File: config.mk
export PLATFORM = sky130hd
export DESIGN_NAME = sample_filter_bank
export DESIGN_NICKNAME = d
export VERILOG_FILES = /design/src/hw/rtl/sfb_pkg.sv /design/src/hw/rtl/sfb_ctrl.sv /design/src/hw/rtl/sfb_datapath.sv /design/src/hw/rtl/sample_filter_bank.sv
export SDC_FILE = /design/constraint.sdc
export NUM_CORES = 2
export LEC_CHECK = 0
export BUFFER_PORTS_ARGS = -buffer_cell sky130_fd_sc_hd__buf_2
export CAP_MARGIN = 30
export CORE_MARGIN = 3
export CORE_UTILIZATION = 55
export CTS_BUF_LIST = sky130_fd_sc_hd__clkbuf_8
export DETAILED_ROUTE_END_ITERATION = 7
export GPL_TIMING_DRIVEN = 0
export PLACE_DENSITY_LB_ADDON = 0.05
export SLEW_MARGIN = 10
export SYNTH_ARGS = -nofsm -noshare
export SYNTH_HDL_FRONTEND = slang
export SYNTH_HIERARCHICAL = 1
export SYNTH_SLANG_ARGS = --single-unit
File: constraint.sdc
create_clock -name clk -period 12.5 [get_ports clk]
set_input_delay 0.625 -clock clk [delete_from_list [all_inputs] [get_ports clk]]
set_output_delay 0.625 -clock clk [all_outputs]
set_load 0.05 [all_outputs]
File: src/hw/rtl/sfb_pkg.sv
// shared types and constants of the sample filter bank
// used by sfb_ctrl, sfb_datapath and the top level
`default_nettype none

package sfb_pkg;

  localparam int SAMPLE_W  = 16;
  localparam int GAIN_W    = 16;
  localparam int TAP_COUNT = 5;
  localparam int REG_COUNT = 7;
  localparam int CFG_IDX_W = 3;
  localparam int OUT_W     = 3 * SAMPLE_W;

  typedef logic [GAIN_W-1:0]    gain_t;
  typedef logic [CFG_IDX_W-1:0] cfg_idx_t;
  typedef logic [2:0]           tap_idx_t;
  typedef logic [2:0]           mul_sel_t;

  // register indexes
  localparam cfg_idx_t REG_TAP0  = 3'd0;
  localparam cfg_idx_t REG_TAP1  = 3'd1;
  localparam cfg_idx_t REG_TAP2  = 3'd2;
  localparam cfg_idx_t REG_TAP3  = 3'd3;
  localparam cfg_idx_t REG_TAP4  = 3'd4;
  localparam cfg_idx_t REG_DECAY = 3'd5;
  localparam cfg_idx_t REG_INPUT = 3'd6;

  localparam gain_t REG_RESET [REG_COUNT] = '{
    16'd1317, 16'd15132, 16'd32643, 16'd15132, 16'd1317, 16'd62259, 16'd3277
  };

  // what the shared multiplier works on in a cycle
  localparam mul_sel_t MUL_NONE  = 3'd0;
  localparam mul_sel_t MUL_DECAY = 3'd1;
  localparam mul_sel_t MUL_INPUT = 3'd2;
  localparam mul_sel_t MUL_MEAN  = 3'd3;
  localparam mul_sel_t MUL_TAP   = 3'd4;

  typedef struct packed {
    logic     load_x;
    logic     win_write;
    logic     clear_acc;
    mul_sel_t mul_sel;
    tap_idx_t tap_idx;
    logic     iir_upd;
    logic     load_out;
  } sfb_cmd_t;

endpackage

`default_nettype wire

File: src/hw/rtl/sfb_ctrl.sv
// sequencer of the sample filter bank: steps one word through the shared multiplier
// depends on sfb_pkg for command type and multiplier select codes
`default_nettype none

module sfb_ctrl #(
  parameter int WINDOW_LEN = 5
) (
  input  wire logic             clk,
  input  wire logic             rst_n,
  input  wire logic             in_tvalid,
  output logic                  in_tready,
  output logic                  out_tvalid,
  input  wire logic             out_tready,
  output sfb_pkg::sfb_cmd_t     cmd
);

  localparam int TAPS = (WINDOW_LEN < sfb_pkg::TAP_COUNT) ? WINDOW_LEN : sfb_pkg::TAP_COUNT;
  localparam sfb_pkg::tap_idx_t LAST_TAP = sfb_pkg::tap_idx_t'(TAPS - 1);

  localparam logic [2:0] ST_IDLE  = 3'd0;
  localparam logic [2:0] ST_OLD   = 3'd1;
  localparam logic [2:0] ST_INPUT = 3'd2;
  localparam logic [2:0] ST_MEAN  = 3'd3;
  localparam logic [2:0] ST_TAP   = 3'd4;
  localparam logic [2:0] ST_OUT   = 3'd5;

  logic [2:0]        state_r, state_nxt;
  sfb_pkg::tap_idx_t tap_r, tap_nxt;
  logic              valid_r, valid_nxt;

  assign in_tready  = (state_r == ST_IDLE);
  assign out_tvalid = valid_r;

  always_comb begin
    cmd       = '0;
    state_nxt = state_r;
    tap_nxt   = tap_r;
    valid_nxt = valid_r && !out_tready;
    case (state_r)
      ST_IDLE: begin
        if (in_tvalid) begin
          cmd.load_x = 1'b1;
          state_nxt  = ST_OLD;
        end
      end
      ST_OLD: begin
        // tap index 0 points the read port at the slot being replaced
        cmd.win_write = 1'b1;
        cmd.clear_acc = 1'b1;
        cmd.mul_sel   = sfb_pkg::MUL_DECAY;
        state_nxt     = ST_INPUT;
      end
      ST_INPUT: begin
        cmd.mul_sel = sfb_pkg::MUL_INPUT;
        state_nxt   = ST_MEAN;
      end
      ST_MEAN: begin
        cmd.mul_sel = sfb_pkg::MUL_MEAN;
        tap_nxt     = '0;
        state_nxt   = ST_TAP;
      end
      ST_TAP: begin
        cmd.mul_sel = sfb_pkg::MUL_TAP;
        cmd.tap_idx = tap_r;
        // iir sum is complete by the first tap cycle
        cmd.iir_upd = (tap_r == '0);
        if (tap_r == LAST_TAP) begin
          state_nxt = ST_OUT;
        end else begin
          tap_nxt = tap_r + 3'd1;
        end
      end
      ST_OUT: begin
        if (!valid_r || out_tready) begin
          cmd.load_out = 1'b1;
          valid_nxt    = 1'b1;
          state_nxt    = ST_IDLE;
        end
      end
      default: begin
        state_nxt = ST_IDLE;
      end
    endcase
  end

  always_ff @(posedge clk) begin
    if (!rst_n) begin
      state_r <= ST_IDLE;
      tap_r   <= '0;
      valid_r <= 1'b0;
    end else begin
      state_r <= state_nxt;
      tap_r   <= tap_nxt;
      valid_r <= valid_nxt;
    end
  end

endmodule

`default_nettype wire

File: src/hw/rtl/sfb_datapath.sv
// datapath of the sample filter bank: gain registers, sample window, shared
// multiplier, accumulators and result register; depends on sfb_pkg
`default_nettype none

module sfb_datapath #(
  parameter int WINDOW_LEN = 5
) (
  input  wire logic                            clk,
  input  wire logic                            rst_n,
  input  wire logic                            cfg_wr_en,
  input  wire sfb_pkg::cfg_idx_t               cfg_index,
  input  wire sfb_pkg::gain_t                  cfg_wdata,
  input  wire logic signed [sfb_pkg::SAMPLE_W-1:0] in_sample,
  input  wire sfb_pkg::sfb_cmd_t               cmd,
  output logic signed [sfb_pkg::SAMPLE_W-1:0]  out_mean,
  output logic signed [sfb_pkg::SAMPLE_W-1:0]  out_smoothed,
  output logic signed [sfb_pkg::SAMPLE_W-1:0]  out_fir
);

  localparam int SW        = sfb_pkg::SAMPLE_W;
  localparam int SLOT_W    = $clog2(WINDOW_LEN);
  localparam int SUM_W     = SW + SLOT_W;
  localparam int DIV_SH    = SUM_W + SLOT_W;
  localparam int MUL_A_W   = 32;
  localparam int MUL_B_W   = DIV_SH + 1;
  localparam int P_W       = MUL_A_W + MUL_B_W;
  localparam int TAP_P_W   = SW + sfb_pkg::GAIN_W + 1;
  localparam int FIR_W     = TAP_P_W + 3;
  localparam int IIR_W     = 50;
  localparam int IIR_Q_W   = IIR_W - 16;
  localparam int FIR_Q_W   = FIR_W - 16;
  localparam longint RECIP_L =
    ((longint'(1) << DIV_SH) + longint'(WINDOW_LEN) - 1) / longint'(WINDOW_LEN);
  localparam logic signed [MUL_B_W-1:0] RECIP = MUL_B_W'(RECIP_L);

  sfb_pkg::gain_t                gain_r [sfb_pkg::REG_COUNT];
  logic signed [SW-1:0]          win_r  [WINDOW_LEN];
  logic [SLOT_W-1:0]             slot_r;
  logic signed [SUM_W-1:0]       sum_r;
  logic signed [31:0]            iir_level_r, iir_level_nxt;
  sfb_pkg::mul_sel_t             prod_sel_r;

  logic signed [SW-1:0]          x_r;
  logic signed [P_W-1:0]         prod_r, prod_nxt;
  logic signed [IIR_W-1:0]       iir_acc_r;
  logic signed [FIR_W-1:0]       fir_acc_r;
  logic signed [SW-1:0]          mean_r, mean_nxt;
  logic signed [SW-1:0]          mean_out_r, smooth_out_r, fir_out_r;

  logic [SLOT_W:0]               tap_ext, slot_ext, rd_wide;
  logic [SLOT_W-1:0]             rd_addr;
  logic signed [SW-1:0]          rd_sample;
  logic [SUM_W-1:0]              mag;
  logic signed [MUL_A_W-1:0]     mul_a;
  logic signed [MUL_B_W-1:0]     mul_b;
  logic [SW:0]                   mean_q;
  logic signed [IIR_Q_W-1:0]     iir_q;
  logic signed [FIR_W-1:0]       fir_sum;
  logic signed [FIR_Q_W-1:0]     fir_q;
  logic signed [SW-1:0]          fir_sat, smooth_val;

  // one window read port: slot minus tap index, wrapped
  always_comb begin
    tap_ext  = (SLOT_W+1)'(cmd.tap_idx);
    slot_ext = {1'b0, slot_r};
    if (slot_ext >= tap_ext) begin
      rd_wide = slot_ext - tap_ext;
    end else begin
      rd_wide = slot_ext + (SLOT_W+1)'(WINDOW_LEN) - tap_ext;
    end
    rd_addr   = rd_wide[SLOT_W-1:0];
    rd_sample = win_r[rd_addr];
  end

  // shared multiplier operand selection
  always_comb begin
    mag = sum_r[SUM_W-1] ? SUM_W'(-sum_r) : SUM_W'(sum_r);
    case (cmd.mul_sel)
      sfb_pkg::MUL_DECAY: begin
        mul_a = iir_level_r;
        mul_b = MUL_B_W'({1'b0, gain_r[sfb_pkg::REG_DECAY]});
      end
      sfb_pkg::MUL_INPUT: begin
        mul_a = MUL_A_W'(x_r);
        mul_b = MUL_B_W'({1'b0, gain_r[sfb_pkg::REG_INPUT]});
      end
      sfb_pkg::MUL_MEAN: begin
        mul_a = MUL_A_W'(mag);
        mul_b = RECIP;
      end
      sfb_pkg::MUL_TAP: begin
        mul_a = MUL_A_W'(rd_sample);
        mul_b = MUL_B_W'({1'b0, gain_r[cmd.tap_idx]});
      end
      default: begin
        mul_a = '0;
        mul_b = '0;
      end
    endcase
    prod_nxt = mul_a * mul_b;
  end

  // mean: reciprocal product gives the quotient magnitude exactly
  always_comb begin
    mean_q   = prod_r[DIV_SH +: SW+1];
    mean_nxt = sum_r[SUM_W-1] ? SW'((SW+1)'(0) - mean_q) : SW'(mean_q);
  end

  // iir level: divide by 2^16 toward zero, clamp to 32 bits
  always_comb begin
    iir_q = IIR_Q_W'(iir_acc_r >>> 16);
    if (iir_acc_r[IIR_W-1] && (iir_acc_r[15:0] != '0)) begin
      iir_q = iir_q + IIR_Q_W'(1);
    end
    if (iir_q > IIR_Q_W'(32'sh7fff_ffff)) begin
      iir_level_nxt = 32'sh7fff_ffff;
    end else if (iir_q < -IIR_Q_W'(33'sh0_8000_0000)) begin
      iir_level_nxt = 32'sh8000_0000;
    end else begin
      iir_level_nxt = iir_q[31:0];
    end
  end

  // results from the finished sums
  always_comb begin
    smooth_val = iir_level_r[31:16];
    if (iir_level_r[31] && (iir_level_r[15:0] != '0)) begin
      smooth_val = smooth_val + 16'sd1;
    end
    // last tap product may still be in flight on the first output cycle
    fir_sum = fir_acc_r;
    if (prod_sel_r == sfb_pkg::MUL_TAP) begin
      fir_sum = fir_acc_r + FIR_W'($signed(prod_r[TAP_P_W-1:0]));
    end
    fir_q = FIR_Q_W'(fir_sum >>> 16);
    if (fir_sum[FIR_W-1] && (fir_sum[15:0] != '0)) begin
      fir_q = fir_q + FIR_Q_W'(1);
    end
    if (fir_q > FIR_Q_W'(32767)) begin
      fir_sat = 16'sh7fff;
    end else if (fir_q < FIR_Q_W'(-32768)) begin
      fir_sat = 16'sh8000;
    end else begin
      fir_sat = fir_q[SW-1:0];
    end
  end

  always_ff @(posedge clk) begin
    if (!rst_n) begin
      gain_r      <= sfb_pkg::REG_RESET;
      for (int i = 0; i < WINDOW_LEN; i++) begin
        win_r[i] <= '0;
      end
      slot_r      <= '0;
      sum_r       <= '0;
      iir_level_r <= '0;
      prod_sel_r  <= sfb_pkg::MUL_NONE;
    end else begin
      if (cfg_wr_en && (cfg_index inside {[sfb_pkg::REG_TAP0:sfb_pkg::REG_INPUT]})) begin
        gain_r[cfg_index] <= cfg_wdata;
      end
      if (cmd.win_write) begin
        // running sum: drop the replaced sample, add the new one
        win_r[slot_r] <= x_r;
        sum_r         <= sum_r - SUM_W'(rd_sample) + SUM_W'(x_r);
      end
      if (cmd.iir_upd) begin
        iir_level_r <= iir_level_nxt;
      end
      if (cmd.load_out) begin
        slot_r <= (slot_r == SLOT_W'(WINDOW_LEN - 1)) ? '0 : slot_r + SLOT_W'(1);
      end
      prod_sel_r <= cmd.mul_sel;
    end
  end

  always_ff @(posedge clk) begin
    if (cmd.load_x) begin
      x_r <= in_sample;
    end
    prod_r <= prod_nxt;
    if (cmd.clear_acc) begin
      fir_acc_r <= '0;
    end else if (prod_sel_r == sfb_pkg::MUL_TAP) begin
      fir_acc_r <= fir_sum;
    end
    if (prod_sel_r == sfb_pkg::MUL_DECAY) begin
      iir_acc_r <= IIR_W'(prod_r);
    end else if (prod_sel_r == sfb_pkg::MUL_INPUT) begin
      iir_acc_r <= iir_acc_r + (IIR_W'(prod_r) <<< 16);
    end
    if (prod_sel_r == sfb_pkg::MUL_MEAN) begin
      mean_r <= mean_nxt;
    end
    if (cmd.load_out) begin
      mean_out_r   <= mean_r;
      smooth_out_r <= smooth_val;
      fir_out_r    <= fir_sat;
    end
  end

  assign out_mean     = mean_out_r;
  assign out_smoothed = smooth_out_r;
  assign out_fir      = fir_out_r;

endmodule

`default_nettype wire

File: src/hw/rtl/sample_filter_bank.sv
// sample filter bank: mean of WINDOW_LEN samples, first-order iir and fir per word.
// the fir has min(5, WINDOW_LEN) taps. a new word is taken only once the last has
// been loaded into the result register. while a word is worked on, the single
// shared multiplier takes one product per cycle: iir decay, iir input, mean
// reciprocal, then one fir tap each cycle; the result register frees the input.
// synchronous active-low reset clears window, iir level and gains to defaults.
`default_nettype none

module sample_filter_bank #(
  parameter int WINDOW_LEN = 5
) (
  input  wire logic                           clk,
  input  wire logic                           rst_n,
  input  wire logic                           in_tvalid,
  output logic                                in_tready,
  input  wire logic [sfb_pkg::SAMPLE_W-1:0]   in_tdata,   // [15:0] sample
  output logic                                out_tvalid,
  input  wire logic                           out_tready,
  output logic [sfb_pkg::OUT_W-1:0]           out_tdata,  // [15:0] mean_value,
                                                          // [31:16] smoothed_value,
                                                          // [47:32] fir_value
  input  wire logic                           cfg_wr_en,
  input  wire logic [sfb_pkg::CFG_IDX_W-1:0]  cfg_index,
  input  wire logic [sfb_pkg::GAIN_W-1:0]     cfg_wdata
);

  sfb_pkg::sfb_cmd_t                      cmd;
  logic signed [sfb_pkg::SAMPLE_W-1:0]    mean_v, smooth_v, fir_v;

  sfb_ctrl #(
    .WINDOW_LEN (WINDOW_LEN)
  ) u_ctrl (
    .clk        (clk),
    .rst_n      (rst_n),
    .in_tvalid  (in_tvalid),
    .in_tready  (in_tready),
    .out_tvalid (out_tvalid),
    .out_tready (out_tready),
    .cmd        (cmd)
  );

  sfb_datapath #(
    .WINDOW_LEN (WINDOW_LEN)
  ) u_dp (
    .clk          (clk),
    .rst_n        (rst_n),
    .cfg_wr_en    (cfg_wr_en),
    .cfg_index    (cfg_index),
    .cfg_wdata    (cfg_wdata),
    .in_sample    ($signed(in_tdata)),
    .cmd          (cmd),
    .out_mean     (mean_v),
    .out_smoothed (smooth_v),
    .out_fir      (fir_v)
  );

  assign out_tdata = {fir_v, smooth_v, mean_v};

endmodule

`default_nettype wire

==> impl_metrics.csv <==
group,metric,value,unit
status,result_of_the_run,"completed",
place,placedInstanceArea,49300,sq um
place,dp_hpwl,118000,um
logic_synthesis,synth_top_family_by_area,"adder cells",
sta,final_period_minus_worst_setup_slack,12.09,ns
sta,setup_repair_after_global_routing_missed_its_margin,"false",
power_and_ir_drop,internal-power,4.80,mW
sta,slew_at_the_pin_with_the_worst_max_slew_slack,1.03,ns
power_and_ir_drop,power.density,175,nW/um^2
power_and_ir_drop,comb_power_share,54.4,%
grt,first_global_vias,37400,
grt,grt_first_pass_wirelength,226000,um
sta,final.setup.tns,0,ns
sta,max_slew_margin,31.2,%
logic_synthesis,post_synth_fa_ha_maj_area_fraction,31.1,%
floorplan,placement_rows,106,
grt,global_route.overflow_total,0,
clocking,clk_transition_reported_paths,0.06,ns
critical_path,worst_r2r_endpoint,"u_dp/prod_r[49]",
flow_run,max-cap-violations,0,
route,drt_pre_antenna_iters,6,
clocking,ctsRootBufferMaster,"sky130_fd_sc_hd__clkbuf_8",
finish,seqCellArea,13000,sq um
route,post_drt_wl_per_cell,23.0,um
critical_path,critical-path-max-stage-delay,0.57,ns
route,final_antenna_net_count,0,
critical_path,crit_type,"flip-flop to flip-flop",
finish,multiInputGateArea,31000,sq um
worst_hold_path,worst_hold_startpoint,"in_tdata[8]",
sta,clock.fmax,0.0827,GHz
logic_synthesis,synth_compound_gate_area_share,10.2,%
route,post-route-drc-count,0,
power_and_ir_drop,power_leakage,23.2,nW
power_and_ir_drop,share_seq_of_total_power,26.5,%
clocking,clkSinkCount,520,
sta,number_of_max_slew_violations_in_the_final_report,0,
power_and_ir_drop,vdd_ir_drop_max,0.171,mV
clocking,clk_path_buf_depth,3,
power_and_ir_drop,design_power_total,9.06,mW
floorplan,die_width,298,um
finish,num-nets-final,6079,
logic_synthesis,mux_cell_area_share_after_synthesis,3.59,%
worst_hold_path,timing.hold.worst.class,"input port to flip-flop",
logic_synthesis,seq_area_frac_synth,27.6,%
power_and_ir_drop,switching_share_of_power,47.0,%
logic_synthesis,synth-edff-count,258,
critical_path,cpMaxStageDelayCell,"sky130_fd_sc_hd__fa_1",
logic_synthesis,post_synth_and_or_nand_nor_area_fraction,16.2,%
logic_synthesis,async_flop_share,0,%
critical_path,worst-r2r-setup-slack,0.41,ns
finish,layout.filler_cells,7334,
critical_path,reg2reg_depth,45,
sta,fin_skew,0.0504,ns
critical_path,worst-endpoint-arrival,12.62,ns
power_and_ir_drop,clock_power_share,19.1,%
route,num_vias,37200,
route,drt_first_iter_violations,3429,
clocking,hold_buf_cts,0,
sta,setup-violations-final,0,
grt,grt_use_total,33.6,%
route,finalWirelength,148000,um
route,route.detailed.vias_per_inst,5.79,
clocking,worst_skew_pair.late_latency,0.72,ns
critical_path,worst_path_most_repeated_cell,"sky130_fd_sc_hd__fa_1",
power_and_ir_drop,power.net_switching,4.25,mW
finish,layout-area-overhead-vs-synth,10.3,%
critical_path,critical_path.reg2reg.startpoint,"u_ctrl/state_r[0]",
place,gpl.final_weighted_congestion,1.01,
finish,fraction_of_layout_cells_with_a_size_suffix_above_1,9.21,%
critical_path,critical_path_peak_fanout,19,
clocking,cts_tree,"built",
logic_synthesis,postSynthRegisterBits,520,
logic_synthesis,synth.avg_cell_area,9.44,sq um
clocking,numCtsBuffers,89,
worst_hold_path,min_to,"u_dp/x_r[8]",
logic_synthesis,yosys_warning_total,6,
critical_path,crit_path_end_kind,"flip-flop",
finish,layout.cell_area.non_filler,51800,sq um
logic_synthesis,synth.distinct_cells,96,
sta,min_period_over_period,96.7,%
worst_hold_path,timing.hold.worst_path_depth,1,
sta,report.final.hold_viol_count,0,
critical_path,start_kind,"flip-flop",
clocking,h-tree-depth,3,
floorplan,die_area,89000,sq um
logic_synthesis,dominantRegCellSynth,"sky130_fd_sc_hd__dfxtp_1",
grt,grt_max_degree,28,
floorplan,floorplan.initialDensity,55.8,%
floorplan,design.core.area,84200,sq um
logic_synthesis,post_synth_xor_area_fraction,3.78,%
grt,antenna_found_initial,4,
floorplan,ios,90,
logic_synthesis,synthesized_instance_count,4980,
critical_path,worstPathRequired,13.03,ns
place,io_port_bufs,89,
floorplan,die_height,298,um
logic_synthesis,syn_area,47000,sq um
-- Yosys cell counts (all sizes together) (6+ instances only) --
master,instances,area share (%)
nor3b,10,0.16
o21a,31,0.50
nand2b,43,0.57
xnor2,121,2.3
fa,568,24
nand2,691,5.5
nor4,22,0.29
and2,138,1.8
o2111ai,9,0.17
o211ai,18,0.30
clkbuf,202,1.6
nor2b,64,0.85
mux4,48,2.3
o21bai,16,0.26
ha,259,6.9
nor3,47,0.52
a31oi,17,0.24
a221oi,16,0.31
xor2,82,1.5
nand3,121,1.3
a21oi,259,2.8
or2,13,0.17
buf,26,0.31
edfxtp,258,16
nand4,25,0.33
a21o,70,1.1
a211oi,12,0.19
nor2,402,3.2
a211o,12,0.22
inv,695,5.6
mux2i,58,1.2
dfxtp,262,11
and4,7,0.13
o31ai,21,0.34
o41ai,9,0.17
o21ai,149,1.7
or4,9,0.14
or3,18,0.25
o221a,32,0.77
nor4b,6,0.16
a21boi,12,0.20
and3,29,0.40
-- routing by layer --
layer / share of wire [%] / up-vias / global-route usage (%)
li1: - / 16800 / -
met1: 40 / 18400 / 44.6
met2: 45 / 1647 / 52.7
met3: 10 / 341 / 8.90
met4: 4.9 / 2 / 13.9
met5: 0.0068 / - / 0
-- per-stage QoR --
stage / setup WS [ns] / utilization (%) / hold slack, ns / std cells
2_1_floorplan: 0.355 / - / 0.400 / 5002
3_3_place_gp: -4.77 / 58.1 / 0.403 / 6225
3_5_place_dp: -3.46 / 58.5 / 0.405 / 6249
4_1_cts: 0.0833 / 61.3 / 0.0354 / 6418
5_1_grt: 0.0301 / 61.6 / 0.0635 / 6425
6_report: 0.410 / 61.6 / 0.103 / 6427
-- state kept, by name, summed over array words and instances, names as in the netlist, 16 cells and up --
register,cells
u_dp/mean_r,16
u_dp/out_fir,16
u_dp/out_smoothed,16
u_dp/out_mean,16
u_dp/x_r,16
u_dp/sum_r,19
u_dp/fir_acc_r,36
u_dp/iir_level_r,32
u_dp/win_r,128
u_dp/gain_r,112
u_dp/iir_acc_r,50
u_dp/prod_r,50
-- placed cells by master, fill, tap and decap left out, types with 25 or more instances in the layout --
cell and n:
sky130_fd_sc_hd__inv_1 713, sky130_fd_sc_hd__and3_1 28, sky130_fd_sc_hd__mux2i_1 45, sky130_fd_sc_hd__o21ai_0 116, sky130_fd_sc_hd__a21oi_1 250, sky130_fd_sc_hd__o21a_1 26, sky130_fd_sc_hd__nor3_1 45, sky130_fd_sc_hd__nand3_1 120
sky130_fd_sc_hd__and2_1 137, sky130_fd_sc_hd__fa_1 566, sky130_fd_sc_hd__xor2_1 82, sky130_fd_sc_hd__nor2_1 394, sky130_fd_sc_hd__xnor2_1 120, sky130_fd_sc_hd__edfxtp_1 258, sky130_fd_sc_hd__clkbuf_1 177, sky130_fd_sc_hd__a21o_1 70
sky130_fd_sc_hd__mux4_2 48, sky130_fd_sc_hd__nand4_1 25, sky130_fd_sc_hd__dfxtp_1 262, sky130_fd_sc_hd__o221a_2 32, sky130_fd_sc_hd__buf_2 98, sky130_fd_sc_hd__clkbuf_8 114, sky130_fd_sc_hd__nor2b_1 63, sky130_fd_sc_hd__ha_1 259
sky130_fd_sc_hd__nand2_1 690, sky130_fd_sc_hd__nand2b_1 43
-- logic make-up (layout without fill, tap and decap cells) --
logic type,count (synthesis),in the layout
compound gates,736,736
simple gates,1662,1662
mux,108,108
other cells,1,29
xor+xnor,203,203
flops,520,520
buf+inv,923,1208
fa+ha+maj,827,827
-- critical path, delay by kind of cell, from the launching register on --
family          cells  cell delay, ns
mux                 3            1.14
fa+ha+maj           9            4.30
compound gates     14            2.75
simple gates        5            1.22
flops               1            0.29
buf+inv            14            2.19
-- what timing repair did --
action | CTS | global route
cloned | 0 | 0
gates resized for setup | 59 | 49
pin swaps | 3 | 2
setup endpoints to repair | 42 | 17
setup buffers | 4 | 3
-- how the worst max path moves through the flow --
stage	from	depth (start not counted)	to	slack [ns]
final	u_ctrl/state_r[0]	45	u_dp/prod_r[49]	0.41
after global routing	u_ctrl/state_r[0]	44	u_dp/prod_r[49]	0.03
after CTS	u_ctrl/state_r[0]	45	u_dp/prod_r[49]	0.08
after detailed placement	u_ctrl/state_r[0]	46	u_dp/prod_r[44]	-3.46
after global placement	u_ctrl/state_r[0]	39	u_dp/prod_r[44]	-4.77
after floorplan	u_ctrl/state_r[1]	45	u_dp/prod_r[49]	0.36
-- cell type report --
| type | instances | area share [%] |
|---|---|---|
| multi-input combinational | 3559 | 59.7 |
| sequential | 520 | 25.1 |
| inverter | 695 | 5.03 |
| clock buffer | 114 | 3.03 |
| tap | 1134 | 2.74 |
| buffer | 224 | 1.86 |
| timing repair buffer | 123 | 1.61 |
| clock inverter | 52 | 0.927 |
| antenna | 6 | 0.0290 |
-- power groups by stage --
stage                     combinational [mW]  sequential, mW  clock, mW
after floorplan                         3.31            2.24          0
after global placement                  4.69            2.43          0
after detailed placement                4.78            2.42          0
after CTS                               4.84            2.39       1.76
after global routing                    5.43            2.41       1.84
final                                   4.93            2.40       1.73
Note: power is estimated with default switching activity, not from simulation.
